===== src/hdl/float_group_reducer_defines.svh =====
// assertion macros for the float group reducer
// used by the top level only; no other dependencies
`ifndef FLOAT_GROUP_REDUCER_DEFINES_SVH
`define FLOAT_GROUP_REDUCER_DEFINES_SVH
`ifndef SYNTHESIS
`define FGR_ASSERT(label, prop, msg) \
   label: assert property (@(posedge clock) disable iff (reset) (prop)) else $error(msg);
`define FGR_ASSERT_NEVER(label, expr, msg) \
   label: assert property (@(posedge clock) disable iff (reset) !(expr)) else $error(msg);
`else
`define FGR_ASSERT(label, prop, msg)
`define FGR_ASSERT_NEVER(label, expr, msg)
`endif
`endif


===== src/hdl/fgr_pkg.sv =====
// shared types and constants of the float group reducer
// no dependencies
package fgr_pkg;

   localparam logic [2:0] MODE_FIRST  = 3'd0;
   localparam logic [2:0] MODE_SUM    = 3'd1;
   localparam logic [2:0] MODE_MIN    = 3'd2;
   localparam logic [2:0] MODE_MAX    = 3'd3;
   localparam logic [2:0] MODE_ARGMIN = 3'd4;
   localparam logic [2:0] MODE_ARGMAX = 3'd5;

   localparam logic [1:0] REG_MODE         = 2'd0;
   localparam logic [1:0] REG_GROUP_LENGTH = 2'd1;

   localparam int QueueDepth = 2;

   typedef struct packed {
      logic [31:0] sample;
      logic [31:0] pos;
      logic [2:0]  mode;
      logic        first;
      logic        last;
   } fgr_entry_type;

   typedef struct packed {
      logic       full;
      logic       valid;
      logic [1:0] count;
   } fgr_qstat_type;

endpackage


===== src/hdl/fgr_queue.sv =====
// two-entry queue between the front and the back
// depends on fgr_pkg
module fgr_queue
   import fgr_pkg::*;
(
   input  logic          clock,
   input  logic          reset,
   input  logic          push,
   input  fgr_entry_type push_entry,
   input  logic          pop,
   output fgr_entry_type head,
   output fgr_qstat_type stat
);

   fgr_entry_type slot_ff [QueueDepth];
   logic          wr_ptr_ff, wr_ptr_in;
   logic          rd_ptr_ff, rd_ptr_in;
   logic [1:0]    count_ff, count_in;

   always_comb begin
      wr_ptr_in = push ? ~wr_ptr_ff : wr_ptr_ff;
      rd_ptr_in = pop ? ~rd_ptr_ff : rd_ptr_ff;
      count_in  = count_ff + 2'(push) - 2'(pop);
   end

   always_ff @(posedge clock) begin
      if (reset) begin
         wr_ptr_ff <= 1'b0;
         rd_ptr_ff <= 1'b0;
         count_ff  <= 2'd0;
      end else begin
         wr_ptr_ff <= wr_ptr_in;
         rd_ptr_ff <= rd_ptr_in;
         count_ff  <= count_in;
      end
   end

   always_ff @(posedge clock) begin
      if (push) begin
         slot_ff[wr_ptr_ff] <= push_entry;
      end
   end

   assign head       = slot_ff[rd_ptr_ff];
   assign stat.full  = (count_ff == 2'(QueueDepth));
   assign stat.valid = (count_ff != 2'd0);
   assign stat.count = count_ff;

endmodule


===== src/hdl/fgr_front.sv =====
// front end: configuration registers, element counter and classification
// depends on fgr_pkg
module fgr_front
   import fgr_pkg::*;
(
   input  logic          clock,
   input  logic          reset,
   input  logic          csr_valid,
   input  logic [1:0]    csr_index,
   input  logic [31:0]   csr_wdata,
   input  logic          req_valid,
   input  logic [31:0]   req_sample,
   input  logic          queue_full,
   output logic          accept,
   output fgr_entry_type entry
);

   logic [2:0]  mode_ff, mode_in;
   logic [31:0] group_length_ff, group_length_in;
   logic [31:0] count_ff, count_in;
   logic [31:0] len;
   logic        last;

   always_comb begin
      accept          = req_valid && !queue_full;
      len             = (group_length_ff == 32'd0) ? 32'd1 : group_length_ff;
      last            = (count_ff >= len - 32'd1);
      mode_in         = mode_ff;
      group_length_in = group_length_ff;
      if (csr_valid && csr_index == REG_MODE) begin
         mode_in = csr_wdata[2:0];
      end
      if (csr_valid && csr_index == REG_GROUP_LENGTH) begin
         group_length_in = csr_wdata;
      end
      count_in = count_ff;
      if (accept) begin
         count_in = last ? 32'd0 : count_ff + 32'd1;
      end
      entry.sample = req_sample;
      entry.pos    = count_ff;
      entry.mode   = mode_ff;
      entry.first  = (count_ff == 32'd0);
      entry.last   = last;
   end

   always_ff @(posedge clock) begin
      if (reset) begin
         mode_ff         <= MODE_SUM;
         group_length_ff <= 32'd1;
         count_ff        <= 32'd0;
      end else begin
         mode_ff         <= mode_in;
         group_length_ff <= group_length_in;
         count_ff        <= count_in;
      end
   end

endmodule


===== src/hdl/fgr_back.sv =====
// back end: float add and compare, accumulator and result register
// depends on fgr_pkg
module fgr_back
   import fgr_pkg::*;
(
   input  logic          clock,
   input  logic          reset,
   input  logic          q_valid,
   input  fgr_entry_type head,
   output logic          pop,
   output logic          rsp_valid,
   output logic [31:0]   rsp_result_word,
   input  logic          rsp_stall
);

   function automatic logic is_nan(input logic [31:0] x);
      return (x[30:23] == 8'hff) && (x[22:0] != 23'd0);
   endfunction

   function automatic logic is_inf(input logic [31:0] x);
      return (x[30:23] == 8'hff) && (x[22:0] == 23'd0);
   endfunction

   function automatic logic flt_less(input logic [31:0] x, input logic [31:0] y);
      logic res;
      begin
         if (is_nan(x) || is_nan(y) || (x[30:0] == 31'd0 && y[30:0] == 31'd0)) begin
            res = 1'b0;
         end else if (x[31] != y[31]) begin
            res = x[31];
         end else if (!x[31]) begin
            res = (x[30:0] < y[30:0]);
         end else begin
            res = (x[30:0] > y[30:0]);
         end
         return res;
      end
   endfunction

   function automatic logic [31:0] fadd(input logic [31:0] x, input logic [31:0] y);
      logic [31:0] a, b, r;
      logic [9:0]  ea, eb, e, dd, sh, ef;
      logic [26:0] ma, mb, mbs, s;
      logic [27:0] sum;
      logic [4:0]  lz;
      logic        sticky, rnd, sign;
      logic [24:0] mr;
      begin
         r = 32'd0;
         if (is_nan(x)) begin
            r = x | 32'h0040_0000;
         end else if (is_nan(y)) begin
            r = y | 32'h0040_0000;
         end else if (is_inf(x) && is_inf(y) && (x[31] != y[31])) begin
            r = 32'hffc0_0000;
         end else if (is_inf(x)) begin
            r = x;
         end else if (is_inf(y)) begin
            r = y;
         end else begin
            if (y[30:0] > x[30:0]) begin
               a = y;
               b = x;
            end else begin
               a = x;
               b = y;
            end
            ea = (a[30:23] == 8'd0) ? 10'd1 : {2'b00, a[30:23]};
            eb = (b[30:23] == 8'd0) ? 10'd1 : {2'b00, b[30:23]};
            ma = {(a[30:23] != 8'd0), a[22:0], 3'b000};
            mb = {(b[30:23] != 8'd0), b[22:0], 3'b000};
            dd = ea - eb;
            if (dd >= 10'd27) begin
               mbs = {26'd0, |mb};
            end else begin
               sticky = |(mb & ((27'd1 << dd[4:0]) - 27'd1));
               mbs    = mb >> dd[4:0];
               mbs[0] = mbs[0] | sticky;
            end
            if (a[31] == b[31]) begin
               sum = {1'b0, ma} + {1'b0, mbs};
            end else begin
               sum = {1'b0, ma} - {1'b0, mbs};
            end
            if (sum[27]) begin
               s = {sum[27:2], sum[1] | sum[0]};
               e = ea + 10'd1;
            end else begin
               lz = 5'd27;
               for (int i = 0; i < 27; i++) begin
                  if (sum[i]) begin
                     lz = 5'(26 - i);
                  end
               end
               sh = ({5'd0, lz} > ea - 10'd1) ? ea - 10'd1 : {5'd0, lz};
               s  = sum[26:0] << sh;
               e  = ea - sh;
            end
            rnd = s[2] & (s[1] | s[0] | s[3]);
            mr  = {1'b0, s[26:3]} + 25'(rnd);
            if (mr[24]) begin
               ef = e + 10'd1;
            end else if (mr[23]) begin
               ef = e;
            end else begin
               ef = 10'd0;
            end
            sign = (sum == 28'd0) ? (a[31] & b[31]) : a[31];
            if (ef >= 10'd255) begin
               r = {sign, 8'hff, 23'd0};
            end else begin
               r = {sign, ef[7:0], mr[22:0]};
            end
         end
         return r;
      end
   endfunction

   logic [31:0] value_ff, value_in;
   logic [31:0] winner_ff, winner_in;
   logic        out_valid_ff, out_valid_in;
   logic [31:0] out_word_ff, out_word_in;
   logic [31:0] upd_value, upd_winner;
   logic        is_arg, take_min, take_max;

   always_comb begin
      is_arg   = (head.mode == MODE_ARGMIN) || (head.mode == MODE_ARGMAX);
      take_min = ((head.mode == MODE_MIN) || (head.mode == MODE_ARGMIN))
                 && flt_less(head.sample, value_ff);
      take_max = ((head.mode == MODE_MAX) || (head.mode == MODE_ARGMAX))
                 && flt_less(value_ff, head.sample);
      upd_value  = value_ff;
      upd_winner = winner_ff;
      if (head.mode == MODE_SUM) begin
         upd_value = fadd(head.first ? 32'd0 : value_ff, head.sample);
         if (head.first) begin
            upd_winner = 32'd0;
         end
      end else if (head.first) begin
         upd_value  = head.sample;
         upd_winner = 32'd0;
      end else if (take_min || take_max) begin
         upd_value  = head.sample;
         upd_winner = head.pos;
      end

      pop          = q_valid && (!head.last || !out_valid_ff || !rsp_stall);
      out_valid_in = out_valid_ff && rsp_stall;
      out_word_in  = out_word_ff;
      value_in     = value_ff;
      winner_in    = winner_ff;
      if (pop) begin
         if (head.last) begin
            out_valid_in = 1'b1;
            out_word_in  = is_arg ? upd_winner : upd_value;
            value_in     = 32'd0;
            winner_in    = 32'd0;
         end else begin
            value_in  = upd_value;
            winner_in = upd_winner;
         end
      end
   end

   always_ff @(posedge clock) begin
      if (reset) begin
         value_ff     <= 32'd0;
         winner_ff    <= 32'd0;
         out_valid_ff <= 1'b0;
      end else begin
         value_ff     <= value_in;
         winner_ff    <= winner_in;
         out_valid_ff <= out_valid_in;
      end
   end

   always_ff @(posedge clock) begin
      out_word_ff <= out_word_in;
   end

   assign rsp_valid       = out_valid_ff;
   assign rsp_result_word = out_word_ff;

endmodule


===== src/hdl/float_group_reducer.sv =====
// float_group_reducer: reduces groups of single-precision elements to one word
// request channel req_valid/req_stall/req_sample carries one element per transfer;
// result channel rsp_valid/rsp_stall/rsp_result_word carries one word per group
// csr channel csr_valid/csr_ready/csr_index/csr_wdata writes mode (index 0) and
// group length (index 1); csr_ready is always high, other indexes are ignored
// mode: 1 sum from +0.0, 2 min, 3 max, 4 argmin, 5 argmax, else first element
// the front counts elements and tags first and last of a group, a two-entry
// queue decouples it from the back, which holds the float adder and comparator
// throughput: one element per cycle unless a stalled result holds back a last element;
// the add or compare in the accumulator loop of the back end is combinational
// result: the last element passes a queue slot, then the output register drives rsp_valid
// reset: mode sum, group length 1, counters and accumulator cleared
// a stalled result holds in the output register; the back keeps taking
// elements of the next group until it reaches that group's last element,
// and the request side stalls once the queue is full
// depends on fgr_pkg, fgr_front, fgr_queue, fgr_back
`include "float_group_reducer_defines.svh"
module float_group_reducer
   import fgr_pkg::*;
(
   input  logic        clock,
   input  logic        reset,
   input  logic        csr_valid,
   output logic        csr_ready,
   input  logic [1:0]  csr_index,
   input  logic [31:0] csr_wdata,
   input  logic        req_valid,
   output logic        req_stall,
   input  logic [31:0] req_sample,
   output logic        rsp_valid,
   input  logic        rsp_stall,
   output logic [31:0] rsp_result_word
);

   fgr_entry_type push_entry, head;
   fgr_qstat_type qstat;
   logic          push, pop;

   assign csr_ready = 1'b1;
   assign req_stall = qstat.full;

   fgr_front u_front (
      .clock      (clock),
      .reset      (reset),
      .csr_valid  (csr_valid),
      .csr_index  (csr_index),
      .csr_wdata  (csr_wdata),
      .req_valid  (req_valid),
      .req_sample (req_sample),
      .queue_full (qstat.full),
      .accept     (push),
      .entry      (push_entry)
   );

   fgr_queue u_queue (
      .clock      (clock),
      .reset      (reset),
      .push       (push),
      .push_entry (push_entry),
      .pop        (pop),
      .head       (head),
      .stat       (qstat)
   );

   fgr_back u_back (
      .clock           (clock),
      .reset           (reset),
      .q_valid         (qstat.valid),
      .head            (head),
      .pop             (pop),
      .rsp_valid       (rsp_valid),
      .rsp_result_word (rsp_result_word),
      .rsp_stall       (rsp_stall)
   );

   `FGR_ASSERT_NEVER(a_queue_overflow, push && qstat.full, "push into full queue")
   `FGR_ASSERT_NEVER(a_pop_empty, pop && !qstat.valid, "pop from empty queue")
   `FGR_ASSERT(a_last_gives_result, (pop && head.last) |=> rsp_valid, "group end lost")

endmodule

===== config.mk =====
export PLATFORM = sky130hd
export DESIGN_NAME = float_group_reducer
export DESIGN_NICKNAME = d
export VERILOG_FILES = /design/src/hdl/fgr_pkg.sv /design/src/hdl/fgr_queue.sv /design/src/hdl/fgr_front.sv /design/src/hdl/fgr_back.sv /design/src/hdl/float_group_reducer.sv
export VERILOG_INCLUDE_DIRS = /design/src /design/src/hdl
export SDC_FILE = /design/constraint.sdc
export NUM_CORES = 1
export LEC_CHECK = 0
export BUFFER_PORTS_ARGS = -buffer_cell sky130_fd_sc_hd__buf_2
export CORE_ASPECT_RATIO = 1.2
export CORE_UTILIZATION = 34
export CTS_CLUSTER_DIAMETER = 150
export DETAILED_ROUTE_END_ITERATION = 10
export PLACE_DENSITY_LB_ADDON = 0.1
export REMOVE_ABC_BUFFERS = 1
export SKIP_LAST_GASP = 1
export SYNTH_ARGS = -nofsm -noshare
export SYNTH_HDL_FRONTEND = slang
export SYNTH_SLANG_ARGS = --single-unit

===== constraint.sdc =====
create_clock -name clock -period 14.9 [get_ports clock]
set_input_delay 2.235 -clock clock [delete_from_list [all_inputs] [get_ports clock]]
set_output_delay 2.235 -clock clock [all_outputs]
set_load 0.01 [all_outputs]

==> results of run 1 <==
per-stage QoR:
stage | utilization, % | cells | hold WS [ns] | instance area [um^2] | worst slack (ns)
final | 48.6 | 5263 | 0.453 | 37800 | 0.297
after global routing | 48.6 | 5262 | 0.469 | 37800 | -0.224
after CTS | 45.6 | 5186 | 0.457 | 35500 | 0.00724
after detailed placement | 44.0 | 5123 | 0.437 | 34300 | -1.26
after global placement | 44.0 | 5123 | 0.431 | 34300 | -1.34
after floorplan | - | 3166 | 0.418 | 26000 | -7.78
Yosys cell counts (10+ instances only):
cell type,number
sky130_fd_sc_hd__mux2i_1,117
sky130_fd_sc_hd__nor2_1,385
sky130_fd_sc_hd__a211oi_1,33
sky130_fd_sc_hd__a21oi_1,248
sky130_fd_sc_hd__and3_1,29
sky130_fd_sc_hd__dfxtp_1,137
sky130_fd_sc_hd__a31oi_1,30
sky130_fd_sc_hd__buf_1,21
sky130_fd_sc_hd__nor3_1,67
sky130_fd_sc_hd__mux2_2,23
sky130_fd_sc_hd__ha_1,171
sky130_fd_sc_hd__o221ai_1,54
sky130_fd_sc_hd__edfxtp_1,170
sky130_fd_sc_hd__nand2b_1,50
sky130_fd_sc_hd__o211ai_1,45
sky130_fd_sc_hd__a32o_1,10
sky130_fd_sc_hd__o21ai_0,170
sky130_fd_sc_hd__nand3_1,97
sky130_fd_sc_hd__inv_1,139
sky130_fd_sc_hd__xnor2_1,71
sky130_fd_sc_hd__nand2_1,418
sky130_fd_sc_hd__o21a_1,16
sky130_fd_sc_hd__clkbuf_1,129
sky130_fd_sc_hd__or3_1,21
sky130_fd_sc_hd__a22oi_1,66
sky130_fd_sc_hd__o22ai_1,24
sky130_fd_sc_hd__or4_1,12
sky130_fd_sc_hd__and2_1,27
sky130_fd_sc_hd__a22o_1,10
sky130_fd_sc_hd__xor2_1,49
sky130_fd_sc_hd__nand4_1,48
sky130_fd_sc_hd__o21ai_1,19
sky130_fd_sc_hd__nor2b_1,33
sky130_fd_sc_hd__o2111ai_1,15
sky130_fd_sc_hd__nor4_1,44
sky130_fd_sc_hd__or2_2,15
sky130_fd_sc_hd__buf_2,18
sky130_fd_sc_hd__o31ai_1,11
sky130_fd_sc_hd__a21o_1,42
worst reg2reg max path: cells and delay by family, from the launching register on:
family	cells	cell delay, ns
DFF	1	0.42
AOI/OAI and AO/OA	26	4.13
and+or+nand+nor	23	5.22
muxes	4	1.29
buffers and inverters	12	1.87
adders and majority gates	5	1.53
sequential cells by signal (all words and copies together) (netlist names), named ones only:
name / flops
u_front.mode_ff: 3
u_back.rsp_result_word: 32
u_back.rsp_valid: 1
u_queue.count_ff: 2
u_queue.rd_ptr_ff: 1
u_front.count_ff: 32
u_queue.slot_ff: 138
u_back.value_ff: 32
u_queue.wr_ptr_ff: 1
u_front.group_length_ff: 32
u_back.winner_ff: 32
cell usage in the layout (no fill, tap or decap), drive strengths merged, types with 25 or more instances in the layout:
| cell type | instances |
|---|---|
| o211ai | 46 |
| nand4 | 49 |
| xnor2 | 71 |
| o21ai | 190 |
| inv | 148 |
| and2 | 28 |
| o221ai | 54 |
| nand3 | 97 |
| nor4 | 49 |
| mux2 | 26 |
| clkbuf | 46 |
| xor2 | 50 |
| a211oi | 36 |
| nand2 | 419 |
| nor2b | 33 |
| a22oi | 67 |
| nor3 | 71 |
| dfxtp | 137 |
| nand2b | 51 |
| and3 | 29 |
| o22ai | 25 |
| mux2i | 118 |
| edfxtp | 170 |
| a21o | 42 |
| a31oi | 30 |
| ha | 171 |
| nor2 | 386 |
| a21oi | 254 |
| buf | 1010 |
logic make-up after synthesis:
family,count (synthesis),synth area share (%)
AO/OA/AOI/OAI,960,24.5
flip-flops,307,29.4
other,1,0.0140
multiplexers,148,5.89
adder cells (fa/ha/maj),175,8.26
buffers and inverters,328,4.97
XOR/XNOR,121,3.99
AND/OR/NAND/NOR,1305,23.0
cell type report:
cell class | instances | area share (%)
clock buffer | 40 | 2.14
multi-input combinational | 2711 | 50.9
sequential | 307 | 20.8
inverter | 148 | 1.52
antenna | 1 | 0.00662
clock inverter | 13 | 0.278
timing repair buffer | 1016 | 21.0
tap | 1026 | 3.40
timing repair inverter | 1 | 0.0166
timing repair:
action,CTS,global route
pin swaps,6,123
buffers inserted,10,74
gates resized for setup,47,344
gates cloned,0,7
setup endpoints to repair,62,62
metal layers:
| layer | vias to the layer above | GRT usage (%) | part of all wire (%) |
|---|---|---|---|
| li1 | 14100 | - | - |
| met1 | 14400 | 33.7 | 37 |
| met2 | 1033 | 57.2 | 51 |
| met3 | 359 | 2.87 | 4.3 |
| met4 | 0 | 18.6 | 7.2 |
| met5 | - | 0 | 0 |
path summary, 6_finish.rpt:
kind	startpoint	cells after the start	slack (ns)	to
hold reg to reg	u_front.mode_ff[0]$_SDFFE_PP1P_	0	0.45	u_queue.slot_ff[1][2]$_DFFE_PP_
hold / removal	u_front.mode_ff[0]$_SDFFE_PP1P_	0	0.45	u_queue.slot_ff[1][2]$_DFFE_PP_
setup reg to reg	flip-flop	70	0.30	u_back.rsp_result_word[12]$_DFFE_PP_
setup / recovery	flip-flop	70	0.30	u_back.rsp_result_word[12]$_DFFE_PP_
==> results.md, run 1 <==
- Counting every instance in the synthesized netlist gives 3345.
- The run finished with clean final reports.
- STA classifies the critical path endpoint as a flip-flop.
- The all-layer global routing usage is 30.8%.
- The path type of the worst setup path is flip-flop to flip-flop.
- In this run, synthesis produced a sequential element count of 307.
- Measured along the y axis, the die boundary spans 309 um.
- The placeable core region is 77800 um^2.
- The most prevalent standard cell on the critical path is sky130_fd_sc_hd__buf_4.
- The placement row count is 112.
- The total number of H-tree levels is 1.
- The cell area that synthesis handed to floorplanning was 26700 um^2.
- Of the synthesized area, sequential elements account for 29.4%.
- For this run, the top clock speed supported by timing is 0.0685 GHz.
- The slowest stage of the critical path is the sky130_fd_sc_hd__or4_4 cell.
- The biggest cell delay along the critical path is 0.60 ns.
- The number of enable flip-flop cells after synthesis is 170.
- The leftover overflow at the end of global routing is 0.
- After detailed routing, the number of remaining DRC violations is 0.
- The initial antenna violation count is 1.
- The master cell of the clock root buffer is sky130_fd_sc_hd__clkbuf_16.
- The count of nets left with antenna violations after detail routing is 0.
- The path class of the lowest-slack min-delay path is flip-flop to flip-flop.
- In this run, CTS created clock tree buffers numbering 29.
- The final estimated routing congestion in global placement is 1.00.
- The count of yosys warnings during synthesis is 0.
- The number of search-and-repair iterations in the first detailed-routing pass is 6.
- In this run the tightest slew margin relative to its limit is 19.8%.
- At the pin with the least slew margin, the transition time is 1.19 ns.
- The number of placed I/O pins is 106.
- In the final layout, flip-flops and latches occupy 7850 um^2.
- Setup repair after global routing could not meet its margin everywhere.
- Input and output buffers added on the ports amount to 104.
- The number of fill cells is 7631.
- The detail-routed net length per standard cell is 24.4 um.
- The minimum clock period is 14.60 ns.
- The initial standard-cell utilization of the core is 34.4%.
- The average footprint of a synthesized cell is 7.99 um^2.
- Compared with the post-synthesis result, the final layout area differs by 41.3%.
- The fraction of synthesized cell area taken by the top area cell type is 19.1%.
- After the last flow step, the layout net total stands at 4459.
- The via count of the first global-routing pass is 29.5k.
- In the post-synthesis netlist, the biggest area contributors are sky130_fd_sc_hd__edfxtp_1 19%, sky130_fd_sc_hd__dfxtp_1 10%, sky130_fd_sc_hd__ha_1 8.0%, sky130_fd_sc_hd__nand2_1 5.9%, sky130_fd_sc_hd__nor2_1 5.4%.
- The total count of hold-check failures in the final report is 0.
- After detailed routing, the number of vias per cell comes to 5.70.
- Entering global routing, the biggest net connects 70 pins.
- The maximum fanout count along the critical path is 10.
- The CTS clock-pin slew for the worst setup and hold paths is 0.07 ns.
- Setup violations remaining at the end of the flow were counted as 0.
- Detailed placement ended at an HPWL of 105000 um.
- Max-cap violations in this run came to 0.
- After the first detailed-routing iteration, the DRC count stood at 2326.
- In the final layout, the multi-input gates occupy 19200 um^2.
- The main flop type after synthesis is sky130_fd_sc_hd__edfxtp_1.
- Measured along the x axis, the die boundary spans 258 um.
- For the final routed database, the setup TNS stands at 0 ns.
- The longest clock path from root to sink contains 3 buffers.
- STA puts the critical path data required time at 15.30 ns.
- The number of distinct library cell variants in the gate-level netlist after synthesis is 127.
- The sink count of the clock tree is 307.
- The hold buffer count at cts is 0.
- The floorplan step defined a die boundary enclosing 79800 um^2.
- The library cell with the largest summed area after synthesis is sky130_fd_sc_hd__edfxtp_1.
- The final max-slew violation count is 0.
- The clock latency at the later pin of the worst-skew pair is 0.57 ns.
- The kind of cell with the highest combined delay on the critical path is simple AND/OR/NAND/NOR gates.
- The fraction of registers with async set/reset is 0%.
- The first global-routing pass estimated 186000 um of wire.
- The CTS tree is yes.
- The final critical path takes up 98.0% of the cycle.
- For the final database, setup skew stands at 0.0168 ns.
- Counting both buffers and inverters, the worst setup path holds a total of 12.
- The share of post-route cells with drive strength above 1 is 33.7%.
- The routed wire length is 128000 um.
- The worst setup path is launched from a flip-flop.
- The data arrival at the endpoint of the critical path is 15.00 ns.
- The routed layout has 30.0k vias.
Power of run 1 is left out: the tool's default activity adds up to more than one toggle a clock period on the data nets, which glitch-free logic cannot reach.
==> run 2, diff against run 1 <==
==> constraint.sdc (replaced) <==
create_clock -name clock -period 17.5 [get_ports clock]
set_input_delay 2.625 -clock clock [delete_from_list [all_inputs] [get_ports clock]]
set_output_delay 2.625 -clock clock [all_outputs]
set_load 0.01 [all_outputs]
==> run 2 against run 1 <==
Global-route usage down 0.46 points. Non-clock buffer count down 627. Sequential cell count unchanged. Worst hold slack better by 0.014 ns. Fmax down 13%. Setup slack better by 0.50 ns. Routed wire length down 3.8%. Clock skew up 0.011 ns.
==> results.md, run 2 (synthesis results as in run 1) <==
- The run finished with clean final reports.
- In this run the remaining antenna-violating nets after routing total 0.
- The multi-input combinational cell area is 17800 um^2.
- The final HPWL from detailed placement is 99900 um.
- In this design, the stage delay of the slowest critical-path cell is 0.73 ns.
- Summing over every cut layer, the via total after detailed routing is 27.4k.
- Counting every sink on the clock net gives 307.
- The routed wire length is 123000 um.
- The worst path needs 16.70 ns of the cycle, external delays included.
- Leaving out fill and tap cells, the most frequent cells in the layout are 418 x sky130_fd_sc_hd__nand2_1, 381 x sky130_fd_sc_hd__nor2_1, 272 x sky130_fd_sc_hd__buf_4.
- The first detailed-routing pass took 7 iterations.
- The number of input and output port buffers inserted is 104.
- For the worst-skew pair, the clock arrives at the later sink with an insertion delay of 0.59 ns.
- TritonCTS built the clock tree.
- The leftover overflow at the end of global routing is 0.
- The largest net degree at the start of global routing is 70.
- The core region is 77800 um^2.
- The area added between synthesis and finish is 17.2%.
- Pin placement for this block handled 106 I/O pins.
- The total number of H-tree levels is 1.
- The maximum fanout count along the critical path is 29.
- Counting instances, the worst hold path has a depth of 0.
- The destination of the worst register-to-register timing path is u_back.rsp_result_word[25]$_DFFE_PP_.
- The final max-slew violation count came to 0.
- Using the TritonRoute via totals, the vias-per-cell ratio works out to 5.92.
- The floorplan step set the die width to 258 um.
- Max-cap violations in this run came to 0.
- The placement row count is 112.
- Buffers inserted during clock tree synthesis total 29.
- The kind of cell with the highest combined delay on the critical path is compound AO/OA/AOI/OAI gates.
- The path class of the lowest-slack min-delay path is flip-flop to flip-flop.
- Setup repair after global routing left no endpoint under its margin.
- The number of buffers and inverters on the critical path is 10.
- The critical path launch point type is a flip-flop.
- The worst reg2reg path depth is 70.
- The final estimated routing congestion in global placement is 1.00.
- Counting the fill cells in the layout gives 8107.
- The repair_antennas step left the layout with diodes totalling 0.
- Ranked by flip-flop count, first place goes to u_queue.slot_ff.
- The most common cell after layout, fill and taps aside is sky130_fd_sc_hd__nand2_1.
- The via count of the first global-routing pass was 27.0k.
- The critical-path cell with the highest stage delay is sky130_fd_sc_hd__or4_1.
- The register with the most flip-flops in the layout has 138 of them.
- The number of buffers on the longest clock path is 3.
- The initial antenna violation count is 0.
- The area taken by flip-flops and latches is 7850 um^2.
- For hold timing, the worst endpoint is u_queue.slot_ff[1][2]$_DFFE_PP_.
- The number of standard cells in the final layout excluding fillers is 4635.
- Counting stages on the worst path, the most repeated cell is sky130_fd_sc_hd__buf_4.
- The share of post-route cells with drive strength above 1 is 16.2%.
- After detailed routing, the average wire length per cell comes to 26.6 um.
- The number of cells in the design after placement is 4572.
- The root buffer cell chosen for the clock tree is sky130_fd_sc_hd__clkbuf_16.
- The capturing element type of the critical path is a flip-flop.
- The setup slack of the worst register-to-register path is 0.80 ns.
- The startpoint identified for the worst hold timing path is u_front.mode_ff[0]$_SDFFE_PP1P_.
- The data arrival at the endpoint of the critical path is 17.03 ns.
- The initial standard-cell utilization of the core is 34.4%.
- For the worst setup path, the data required time is 17.83 ns.
- The die footprint is 79800 um^2.
- Measured along the y axis, the die boundary spans 309 um.
- The critical path in this run is classified as flip-flop to flip-flop.
- The worst relative slew slack is 24.8%.
- The critical path runs through a total of 70 cells.
- The number of failing setup endpoints in the final timing report is 0.
- The first-pass GRT wire length is 181000 um.
- Clock-pin slew was measured on the worst setup and hold paths at 0.07 ns.
- After detailed routing, the number of remaining DRC violations is 0.
- Across every metal layer, demand over resource in global routing totals 30.3%.
- The total count of hold-check failures in the final report is 0.
- The setup clock skew after layout is 0.0275 ns.
- Static timing analysis puts the maximum clock frequency at 0.0599 GHz.
- The DRC marker count from the first detailed-route iteration is 2137.
- For the pin with the worst max-slew slack, the measured transition is 1.12 ns.
- The portion of the clock cycle consumed by the worst path in the final layout is 95.4%.
- For this run, the post-layout net count is 3831.
[run 2: cell count changes in the layout (fill, tap and decap cells not counted), moves of 14 or more]
cell / previous run / this run
sky130_fd_sc_hd__a21oi_1: 214 / 244
sky130_fd_sc_hd__a21oi_2: 35 / 8
sky130_fd_sc_hd__buf_12: 27 / 12
sky130_fd_sc_hd__buf_4: 855 / 272
sky130_fd_sc_hd__buf_6: 20 / 0
sky130_fd_sc_hd__ha_1: 155 / 170
sky130_fd_sc_hd__ha_4: 14 / 0
sky130_fd_sc_hd__nand2_1: 401 / 418
sky130_fd_sc_hd__nor2_1: 363 / 381
sky130_fd_sc_hd__o21ai_0: 142 / 169
[run 2: worst max path at each step]
| stage | startpoint | end |
|---|---|---|
| floorplan | flip-flop | u_back.rsp_result_word[0]$_DFFE_PP_ |
| global placement | flip-flop | u_back.rsp_result_word[25]$_DFFE_PP_ |
| detailed placement | flip-flop | u_back.rsp_result_word[25]$_DFFE_PP_ |
| CTS | flip-flop | u_back.rsp_result_word[25]$_DFFE_PP_ |
| global route | flip-flop | u_back.rsp_result_word[15]$_DFFE_PP_ |
| finish | flip-flop | u_back.rsp_result_word[25]$_DFFE_PP_ |
[run 2: repair_timing]
item                                    CTS  global route
endpoints found under the hold margin     0             0
gates resized for setup                   0            30
buffers inserted                          0             9
hold buffers                              0             0
endpoints found under the setup margin    0            62
[run 2: cell type report]
class | instances | share of cell area [%]
multi-input cells | 2711 | 56.8
flip-flops and latches | 307 | 25.1
repair buffers | 389 | 9.00
well taps | 1026 | 4.10
clock buffers | 36 | 2.43
inverters | 148 | 1.78
clock inverters | 18 | 0.851
[run 2: layer usage]
layer | routed length (um) | up-vias | GRT usage, %
met1 | 47700 | 13400 | 34.5
met2 | 63500 | 902 | 56.5
met4 | 6990 | 0 | 15.7
met5 | 0 | - | 0
met3 | 5110 | 240 | 2.24
li1 | - | 12900 | -
[run 2: stage by stage]
step | hold slack (ns) | TNS (ns) | setup WS (ns) | utilization [%] | area, um^2
6_report | 0.467 | 0 | 0.796 | 40.3 | 31300
5_1_grt | 0.496 | 0 | 0.000870 | 40.3 | 31300
4_1_cts | 0.469 | 0 | 0.0770 | 40.0 | 31100
3_5_place_dp | 0.446 | 0 | 0.145 | 38.7 | 30100
3_3_place_gp | 0.431 | 0 | 0.143 | 38.7 | 30100
2_1_floorplan | 0.418 | -304.01 | -5.18 | - | 26000
Power of run 2 is left out for the same reason.
